File: src/rtl/core/nearest_resize_int8_quantizer_macros.svh
// Assertion helpers for the resize/quantize block.
// Both macros sample on clk and are held off while rst_n is low.
`ifndef NEAREST_RESIZE_INT8_QUANTIZER_MACROS_SVH
`define NEAREST_RESIZE_INT8_QUANTIZER_MACROS_SVH

// Check that a condition holds at every clock edge
`define NRQ_ASSERT_ALWAYS(label, cond) \
    label: assert property (@(posedge clk) disable iff (!rst_n) (cond)) \
        else $error("nrq invariant violated");

// Check that an antecedent implies a consequent in the same cycle
`define NRQ_ASSERT_IMPL(label, ante, cons) \
    label: assert property (@(posedge clk) disable iff (!rst_n) (ante) |-> (cons)) \
        else $error("nrq implication violated");

`endif

File: src/rtl/core/nrq_pkg.sv
`timescale 1ns / 1ps
package nrq_pkg;

    // Configuration register indexes
    localparam logic [1:0] CFG_SOURCE_WIDTH  = 2'd0;
    localparam logic [1:0] CFG_SOURCE_HEIGHT = 2'd1;
    localparam logic [1:0] CFG_QUANT_GAIN    = 2'd2;
    localparam logic [1:0] CFG_ZERO_OFFSET   = 2'd3;

    // Reset values of the configuration registers
    localparam logic [11:0]       RST_SOURCE_WIDTH  = 12'd320;
    localparam logic [11:0]       RST_SOURCE_HEIGHT = 12'd240;
    localparam logic [23:0]       RST_QUANT_GAIN    = 24'd65536;
    localparam logic signed [7:0] RST_ZERO_OFFSET   = -8'sd128;

    // Saturation bounds and rounding constant of the quantizer
    localparam logic signed [17:0] Q_MIN      = -18'sd128;
    localparam logic signed [17:0] Q_MAX      = 18'sd127;
    localparam logic [32:0]        ROUND_HALF = 33'd32768;

    typedef struct packed {
        logic       frame_start;
        logic [7:0] red_in;
        logic [7:0] green_in;
        logic [7:0] blue_in;
    } pix_in_t;

    typedef struct packed {
        logic signed [7:0] red_q;
        logic signed [7:0] green_q;
        logic signed [7:0] blue_q;
        logic              frame_last;
    } pix_out_t;

endpackage

File: src/rtl/core/nearest_resize_int8_quantizer.sv
`timescale 1ns / 1ps
// Channel   Direction  Handshake              Payload
// pix       in         pix_valid / pix_stall  nrq_pkg::pix_in_t
// res       out        res_valid / res_stall  nrq_pkg::pix_out_t
// cfg       in         cfg_valid / cfg_ready  cfg_index, cfg_data
//
// One source pixel is accepted every cycle unless pix_stall is high; a selected
// pixel enters the select stage at the edge that takes it and then moves on to the
// result register when that register advances. The row/column counters advance on each accepted pixel.
// Reset clears all counters and loads the default configuration.
// A stalled result holds its register; pix_stall rises only while the select
// stage also holds a selected pixel.
module nearest_resize_int8_quantizer #(
    parameter int OUT_SIZE = 96
) (
    input  logic              clk,
    input  logic              rst_n,
    input  logic              pix_valid,
    output logic              pix_stall,
    input  nrq_pkg::pix_in_t  pix,
    output logic              res_valid,
    input  logic              res_stall,
    output nrq_pkg::pix_out_t res,
    input  logic              cfg_valid,
    output logic              cfg_ready,
    input  logic [1:0]        cfg_index,
    input  logic [23:0]       cfg_data
);
    import nrq_pkg::*;

    `include "nearest_resize_int8_quantizer_macros.svh"

    localparam int DC_W  = $clog2(OUT_SIZE + 1);
    localparam int ACC_W = 12 + DC_W;
    localparam logic [ACC_W-1:0] OUT_A  = ACC_W'(OUT_SIZE);
    localparam logic [DC_W-1:0]  OUT_D  = DC_W'(OUT_SIZE);
    localparam logic [DC_W-1:0]  LAST_D = DC_W'(OUT_SIZE - 1);

    // Configuration registers
    logic [11:0]       width_reg;
    logic [11:0]       height_reg;
    logic [23:0]       gain_reg;
    logic signed [7:0] zp_reg;

    // Position counters; scl tracks src index times OUT_SIZE
    logic [11:0]      src_col_reg, src_col_next, src_col_e;
    logic [11:0]      src_row_reg, src_row_next, src_row_e;
    logic [DC_W-1:0]  dst_col_reg, dst_col_next, dst_col_e;
    logic [DC_W-1:0]  dst_row_reg, dst_row_next, dst_row_e;
    logic [ACC_W-1:0] col_acc_reg, col_acc_next, col_acc_e;
    logic [ACC_W-1:0] row_acc_reg, row_acc_next, row_acc_e;
    logic [ACC_W-1:0] col_scl_reg, col_scl_next, col_scl_e;
    logic [ACC_W-1:0] row_scl_reg, row_scl_next, row_scl_e;

    logic col_hit, row_hit, row_end, frame_end;
    logic pix_take, s1_adv, out_adv;

    // Select stage
    logic       s1_valid_reg;
    logic [7:0] s1_red_reg, s1_green_reg, s1_blue_reg;
    logic       s1_last_reg;

    logic signed [7:0] red_q, green_q, blue_q;

    // Configuration writes are always accepted
    assign cfg_ready = 1'b1;

    always_ff @(posedge clk or negedge rst_n)
    begin
        if (!rst_n)
        begin
            width_reg  <= RST_SOURCE_WIDTH;
            height_reg <= RST_SOURCE_HEIGHT;
            gain_reg   <= RST_QUANT_GAIN;
            zp_reg     <= RST_ZERO_OFFSET;
        end
        else if (cfg_valid && cfg_ready)
        begin
            case (cfg_index)
                CFG_SOURCE_WIDTH:  width_reg  <= cfg_data[11:0];
                CFG_SOURCE_HEIGHT: height_reg <= cfg_data[11:0];
                CFG_QUANT_GAIN:    gain_reg   <= cfg_data;
                CFG_ZERO_OFFSET:   zp_reg     <= $signed(cfg_data[7:0]);
                default:           width_reg  <= width_reg;
            endcase
        end
    end

    // Handshake control of the two-stage pipeline
    assign out_adv   = !res_valid || !res_stall;
    assign s1_adv    = !s1_valid_reg || out_adv;
    assign pix_stall = !s1_adv;
    assign pix_take  = pix_valid && !pix_stall;

    // Clear counters on a frame start before using them
    always_comb
    begin
        src_col_e = pix.frame_start ? '0 : src_col_reg;
        src_row_e = pix.frame_start ? '0 : src_row_reg;
        dst_col_e = pix.frame_start ? '0 : dst_col_reg;
        dst_row_e = pix.frame_start ? '0 : dst_row_reg;
        col_acc_e = pix.frame_start ? '0 : col_acc_reg;
        row_acc_e = pix.frame_start ? '0 : row_acc_reg;
        col_scl_e = pix.frame_start ? '0 : col_scl_reg;
        row_scl_e = pix.frame_start ? '0 : row_scl_reg;
    end

    // Target reached when dst*size < (src+1)*OUT_SIZE
    assign col_hit   = (dst_col_e < OUT_D) && (col_acc_e < col_scl_e + OUT_A);
    assign row_hit   = (dst_row_e < OUT_D) && (row_acc_e < row_scl_e + OUT_A);
    assign row_end   = ({1'b0, src_col_e} + 13'd1) >= {1'b0, width_reg};
    assign frame_end = ({1'b0, src_row_e} + 13'd1) >= {1'b0, height_reg};

    // Advance column and row counters
    always_comb
    begin
        src_col_next = src_col_e + 12'd1;
        col_scl_next = col_scl_e + OUT_A;
        dst_col_next = dst_col_e;
        col_acc_next = col_acc_e;
        src_row_next = src_row_e;
        row_scl_next = row_scl_e;
        dst_row_next = dst_row_e;
        row_acc_next = row_acc_e;
        if (col_hit)
        begin
            dst_col_next = dst_col_e + DC_W'(1);
            col_acc_next = col_acc_e + ACC_W'(width_reg);
        end
        if (row_end)
        begin
            src_col_next = '0;
            col_scl_next = '0;
            dst_col_next = '0;
            col_acc_next = '0;
            if (row_hit)
            begin
                dst_row_next = dst_row_e + DC_W'(1);
                row_acc_next = row_acc_e + ACC_W'(height_reg);
            end
            if (frame_end)
            begin
                src_row_next = '0;
                row_scl_next = '0;
                dst_row_next = '0;
                row_acc_next = '0;
            end
            else
            begin
                src_row_next = src_row_e + 12'd1;
                row_scl_next = row_scl_e + OUT_A;
            end
        end
    end

    always_ff @(posedge clk or negedge rst_n)
    begin
        if (!rst_n)
        begin
            src_col_reg <= '0;
            src_row_reg <= '0;
            dst_col_reg <= '0;
            dst_row_reg <= '0;
            col_acc_reg <= '0;
            row_acc_reg <= '0;
            col_scl_reg <= '0;
            row_scl_reg <= '0;
        end
        else if (pix_take)
        begin
            src_col_reg <= src_col_next;
            src_row_reg <= src_row_next;
            dst_col_reg <= dst_col_next;
            dst_row_reg <= dst_row_next;
            col_acc_reg <= col_acc_next;
            row_acc_reg <= row_acc_next;
            col_scl_reg <= col_scl_next;
            row_scl_reg <= row_scl_next;
        end
    end

    // Load selected pixels; drop the rest
    always_ff @(posedge clk or negedge rst_n)
    begin
        if (!rst_n)
        begin
            s1_valid_reg <= 1'b0;
        end
        else if (s1_adv)
        begin
            s1_valid_reg <= pix_take && col_hit && row_hit;
        end
    end

    always_ff @(posedge clk)
    begin
        if (s1_adv && pix_take)
        begin
            s1_red_reg   <= pix.red_in;
            s1_green_reg <= pix.green_in;
            s1_blue_reg  <= pix.blue_in;
            s1_last_reg  <= (dst_row_e == LAST_D) && (dst_col_e == LAST_D);
        end
    end

    // Quantize the three channels
    nrq_quant u_quant_red (
        .pixel  (s1_red_reg),
        .gain   (gain_reg),
        .offset (zp_reg),
        .quant  (red_q)
    );

    nrq_quant u_quant_green (
        .pixel  (s1_green_reg),
        .gain   (gain_reg),
        .offset (zp_reg),
        .quant  (green_q)
    );

    nrq_quant u_quant_blue (
        .pixel  (s1_blue_reg),
        .gain   (gain_reg),
        .offset (zp_reg),
        .quant  (blue_q)
    );

    // Result register; hold while stalled
    always_ff @(posedge clk or negedge rst_n)
    begin
        if (!rst_n)
        begin
            res_valid <= 1'b0;
        end
        else if (out_adv)
        begin
            res_valid <= s1_valid_reg;
        end
    end

    always_ff @(posedge clk)
    begin
        if (out_adv && s1_valid_reg)
        begin
            res.red_q      <= red_q;
            res.green_q    <= green_q;
            res.blue_q     <= blue_q;
            res.frame_last <= s1_last_reg;
        end
    end

    // Checks
    `NRQ_ASSERT_ALWAYS(a_dst_col_bound, dst_col_reg <= OUT_D)
    `NRQ_ASSERT_ALWAYS(a_dst_row_bound, dst_row_reg <= OUT_D)
    `NRQ_ASSERT_ALWAYS(a_col_scale, col_scl_reg == ACC_W'(src_col_reg * OUT_SIZE))
    `NRQ_ASSERT_IMPL(a_res_from_s1, $rose(res_valid), $past(s1_valid_reg))

endmodule

File: src/rtl/core/nrq_quant.sv
`timescale 1ns / 1ps
module nrq_quant (
    input  logic [7:0]        pixel,
    input  logic [23:0]       gain,
    input  logic signed [7:0] offset,
    output logic signed [7:0] quant
);
    import nrq_pkg::*;

    logic [31:0]        product;
    logic [32:0]        rounded;
    logic signed [17:0] biased;

    // Scale, round half up, add zero point
    assign product = {24'd0, pixel} * {8'd0, gain};
    assign rounded = {1'b0, product} + ROUND_HALF;
    assign biased  = $signed({1'b0, rounded[32:16]}) + 18'(offset);

    // Saturate to the int8 range
    always_comb
    begin
        if (biased < Q_MIN)
        begin
            quant = Q_MIN[7:0];
        end
        else if (biased > Q_MAX)
        begin
            quant = Q_MAX[7:0];
        end
        else
        begin
            quant = biased[7:0];
        end
    end

endmodule

File: config.mk
export PLATFORM = sky130hd
export DESIGN_NAME = nearest_resize_int8_quantizer
export DESIGN_NICKNAME = d
export VERILOG_FILES = /design/src/rtl/core/nrq_pkg.sv /design/src/rtl/core/nearest_resize_int8_quantizer.sv /design/src/rtl/core/nrq_quant.sv
export VERILOG_INCLUDE_DIRS = /design/src /design/src/rtl/core
export SDC_FILE = /design/constraint.sdc
export NUM_CORES = 2
export LEC_CHECK = 0
export CAP_MARGIN = 20
export CORE_UTILIZATION = 40
export CTS_BUF_LIST = sky130_fd_sc_hd__clkbuf_8
export DETAILED_ROUTE_END_ITERATION = 16
export DONT_BUFFER_PORTS = 1
export GPL_TIMING_DRIVEN = 0
export PLACE_DENSITY = 0.51
export SYNTH_ARGS = -nofsm -noshare
export SYNTH_HDL_FRONTEND = slang
export SYNTH_HIERARCHICAL = 1
export SYNTH_SLANG_ARGS = --single-unit
File: constraint.sdc
create_clock -name clk -period 12.4 [get_ports clk]
set_clock_uncertainty 0.05 [all_clocks]
set_input_delay 3.72 -clock clk [delete_from_list [all_inputs] [get_ports clk]]
set_output_delay 3.72 -clock clk [all_outputs]
set_load 0.005 [all_outputs]
; After elaboration in Yosys (flattened, before gate mapping)
; Index checks and enable logic that the tools add are counted.
[classes]
n_addsub = 16
n_mul = 3
order_cmp = 12
eq_ne = 5
n_mux = 27
n_reduce_logical = 19
[ops]
columns = op, count
row1 = 19-bit two-way mux, 12
row2 = 32-bit by 16-bit adder with 33-bit output (second input constant), 3
row3 = 8-bit by 24-bit multiplier with 32-bit output, 3
row4 = 12-bit two-way mux, 5
row5 = 18-bit by 8-bit adder with 18-bit output, 3
row6 = 18-bit by 8-bit greater-than comparator with 1-bit output (second input constant), 3
row7 = 18-bit by 8-bit < comparator with 1-bit output (second input constant), 3
row8 = 7-bit two-way mux, 7
row9 = 19-bit by 12-bit adder with 19-bit output, 2
row10 = 19-bit by 7-bit adder with 19-bit output (second input constant), 2
row11 = 19-bit < comparator, 2
row12 = 12-bit by 1-bit adder with 13-bit output (second input constant), 2
row13 = 13-bit by 12-bit greater-or-equal comparator with 1-bit output, 2
row14 = 12-bit by 1-bit adder with 12-bit output (second input constant), 2
row15 = 8-bit two-way mux, 3
row16 = 7-bit by 1-bit adder with 7-bit output (second input constant), 2
row17 = 7-bit equality test (second input constant), 2
row18 = 7-bit < comparator (second input constant), 2
row19 = 1-bit logical AND, 8
row20 = 2-bit AND reduction, 4
row21 = 2-bit equality test (second input constant), 2
row22 = 1-bit zero test, 4
row23 = 2-bit by 1-bit equality test with 1-bit output (second input constant), 1
row24 = 2-bit zero test, 1
row25 = 1-bit logical OR, 2
[totals]
ff_bits = 222
in_bits = 56
output_inout_bits = 28
word_cells = 104

; Depth between registers and ports, before layout
[logic_depth]
word_depth = 7
depth_mapped = 30
mapped_depth_nobuf = 29

; Cells and area by module
; Netlist, hierarchy kept.
[modules_own_cells]
columns = mod, n_inst, cells_per_inst, area_per_inst_um2, seq_area_each_um2
row1 = nearest_resize_int8_quantizer, 1, 1163, 12067.8, 5815.6
row2 = nrq_quant (u_quant_blue), 1, 857, 7265.7, 0.0
row3 = nrq_quant (u_quant_green), 1, 813, 7038.0, 0.0
row4 = nrq_quant (u_quant_red), 1, 778, 6791.5, 0.0

; Least setup slack after synthesis
; OpenSTA, ideal clock, no wires.
[synth_path]
path_kind = input to register
startpoint = in pix[24] (netlist bit)
endpoint = reg row_acc_reg[11]
arrival_time_ns = 7.926
slack_ns = 4.357
stages = 20
n_path_buf = 5
cell_sequence = buf_6 -> clkbuf_1 -> clkbuf_1 -> clkbuf_1 -> clkbuf_1 -> nor2b_1 -> ha_1 -> nand4_1 -> nor2_1 -> xnor2_1 -> nor2_1 -> ha_1 -> a21o_1 -> a21oi_1 -> o41ai_4 -> a211oi_2 -> o21ai_2 -> nand2b_1 -> o21ai_2 -> a22o_1
[synth_between]
elab_chain_len = 7
[synth_rtl]
columns = element, line_no
row1 = from (decl), nearest_resize_int8_quantizer.sv:20  ; input nrq_pkg::pix_in_t pix,
row2 = 19-bit two-way mux, nearest_resize_int8_quantizer.sv:105  ; row_scl_e = pix.frame_start ? '0 : row_scl_reg;
row3 = 19-bit by 7-bit adder with 19-bit output, nearest_resize_int8_quantizer.sv:110  ; assign row_hit = (dst_row_e < OUT_D) && (row_acc_e < row_scl_e + OUT_A);
row4 = 19-bit < comparator, nearest_resize_int8_quantizer.sv:110
row5 = 1-bit logical AND, nearest_resize_int8_quantizer.sv:110
row6 = 19-bit two-way mux, nearest_resize_int8_quantizer.sv:136  ; if (row_hit)
row7 = 19-bit two-way mux, nearest_resize_int8_quantizer.sv:141  ; if (frame_end)
row8 = 19-bit two-way mux *, nearest_resize_int8_quantizer.sv:130  ; if (row_end)
row9 = to (signal assigned), nearest_resize_int8_quantizer.sv:176  ; row_acc_reg <= row_acc_next;
row10 = to (decl), nearest_resize_int8_quantizer.sv:51  ; logic [ACC_W-1:0] row_acc_reg, row_acc_next, row_acc_e;
; Mark *: on every way between the ends. The rest lies on a longest branch, timed or not.
; A chain may end at the register's enable or synchronous reset.

; Worst setup path after layout
[layout_path]
startpoint = in pix[24] (netlist bit)
endpoint = reg row_acc_reg[6]
; The elaborated chain is that of the path after synthesis.

==> reports/qor.csv <==
metric;value;unit
Max Fclk;0.09944;GHz
Synth Area in XOR/XNOR;3.222;%
ranking of synthesized cells by area;fa_1 (24%), ha_1 (14%), dfrtp_1 (12%);
CP endpoint kind;register;
critical path class;in -> reg;
mux share of post-synthesis cell area;1.962;%
Num CTS Buffers;47;
CTS H-tree depth;2;
Net Count, Synth;4424;
Core Area;0.08211;mm^2
CTS sink cnt;222;
main combinational cell family by area after synthesis;adder cells;
top-area cell type share of the netlist area;24.03;%
initial core utilization;40.39;%
Slew Viols, Final;0;
hold crit path type;reg -> reg;
share of post-route cells with drive strength above 1;5.925;%
full die area;0.08406;mm^2
Vias;25172;
number of global-route vias before repair;25940;
register area share after synthesis;17.54;%
Clock Latency Late Sink;0.67;ns
total track usage;22.94;%
Seq cells post-synth;222;
Slew @ Worst Pin;1.145;ns
placer congestion estimate;0.8490;
HPWL after detailed placement;71940;um
max FFs per register;25;
GR Overflow Total;0;
Routed Antenna Nets;0;
largest area contributor in the netlist;fa_1;
Final Util;43.82;%
CP required;12.92;ns
final number of setup-violating endpoints;0;
largest fanout on the critical path;10;
initial antenna violation count;4;
met2 WL post-DR;43080;um
Final min period;10.06;ns
# fillers;8072;
top layer in use;met4;
synth warn;6;
Final TNS setup;0;ns
Nets;4487;
syn_area_per_cell;9.184;um^2
commonest non-fill, non-tap cell in the layout;inv_1;
crit path DAT;10.57;ns
Die Width;289.9;um
IO Count;84;
Syn-to-layout area delta;8.497;%
Clock Pin Slew Worst Setup and Hold Paths;0.06;ns
CTS tree;done;
port bufs;0;
Post-CTS Hold Buffers;0;
Tcrit/Tclk final;81.10;%
Cell Count, Final, Fillers Out;4785;
most frequent cells in the layout;inv_1 (538), and2_1 (439), fa_1 (398);
Syn Inst Count;3611;
final hold vios;0;
status;complete, no violations;
crit start category;input port;
CTS root buffer;clkbuf_8;
clock buffer depth;3;
Post-Synth Adder-Cell Area;37.57;%
Synth Area in Compound Gates;12.43;%
max-cap violations;0;
async set or reset register ratio after synthesis;77.48;%
Detailed Route Iter0 Violations;1196;
wl on met1;44700;um
total routed wirelength;93950;um
synthesized area;0.03316;mm^2
largest net degree at the start of global routing;173;
DRC Markers;0;
ys flop type;dfrtp_1;
met3 wire length;3974;um
FP Rows;105;
Synth cell types;108;
Routed WL per cell;19.63;um
number of synthesized flops with an enable pin;50;
die height;289.9;um
post-CTS sizing;0;
detail-routed via count per cell;5.261;
Post-Synth Simple-Gate Area;20.11;%
first-pass GRT wire length;151200;um
DR pass1 iterations;5;
Rel. slew slack;23.67;%
RSZ-0062 raised after global routing;no;
# placed instances;4691;
post-CTS setup buffer count;0;
## stage by stage
| stage | worst slack [ns] | hold slack, ns | cell area [um^2] |
|---|---|---|---|
| 6_report | 2.344 | 0.4026 | 35980 |
| 5_1_grt | 2.036 | 0.4158 | 35980 |
| 4_1_cts | 2.417 | 0.4023 | 35870 |
| 3_5_place_dp | 1.748 | 0.3664 | 34780 |
| 3_3_place_gp | 1.676 | 0.3826 | 34500 |
| 2_1_floorplan | 4.357 | 0.3503 | 33160 |
## cell usage after synthesis (47+ instances only)
cell        n
a21o_1     54
a21oi_1   130
and2_1    439
clkbuf_1   83
dfrtp_1   164
edfxtp_1   50
fa_1      398
ha_1      359
inv_1     525
mux2_2     48
nand2_1   347
nand3_1    77
nor2_1    124
nor2b_1    70
o21ai_0   119
xnor2_1    75
xor2_1     47
## routing by layer
metal	vias to the layer above	GRT usage (%)
met5	-	0
met4	0	5.786
met3	99	3.424
met2	418	37.43
met1	12533	31.81
li1	12122	-
## area by class of cell
class	instances	area, um^2	area share (%)
Inverter	528	1982	5.508
Antenna cell	2	5.005	0.01391
Multi-Input combinational cell	2764	24990	69.44
Buffer	97	392.9	1.092
Sequential cell	222	5816	16.16
Clock inverter	35	361.6	1.005
Timing Repair Buffer	14	370.4	1.029
Tap cell	1070	1339	3.721
Clock buffer	53	729.5	2.027
## critical path: stages
cell      delay (ns)
buf_6           0.21
clkbuf_1        0.63
clkbuf_1        0.68
clkbuf_1        0.68
clkbuf_1        0.55
nor2b_1         0.11
ha_1            0.26
nand4_1         0.27
nor2_1          0.11
xnor2_1         0.20
nor2_1          0.07
ha_1            0.31
a21o_1          0.18
a21oi_1         0.22
o41ai_4         0.13
a211oi_2        0.66
o21ai_2         0.31
nand2b_1        0.43
o21ai_2         0.55
a22o_1          0.23
## cells by family after synthesis
logic type	after synthesis
simple gates	1246
fa+ha+maj	757
buf+inv	625
compound gates	579
flops	222
xor+xnor	122
mux	59
other cells	1
## worst paths after layout
| check | from | endpoint | slack [ns] | cells after the start |
|---|---|---|---|---|
| min in group asynchronous | rst_n | row_scl_reg[15]$_DFFE_PN0P_ | 2.73 | 0 |
| worst min-delay path | s1_last_reg$_DFFE_PP_ | res[0]$_DFFE_PP_ | 0.40 | 0 |
| max in group asynchronous | rst_n | width_reg[6]$_DFFE_PN1P_ | 9.14 | 0 |
| worst min register to register | s1_last_reg$_DFFE_PP_ | res[0]$_DFFE_PP_ | 0.40 | 0 |
| worst max register to register | gain_reg[0]$_DFFE_PN0P_ | res[5]$_DFFE_PP_ | 3.64 | 26 |
| worst max-delay path | pix[24] | row_acc_reg[6]$_DFFE_PN0P_ | 2.34 | 20 |
Power is not shown: default switching activity piles up to over one toggle a cycle in this logic, so the estimate is an artifact.
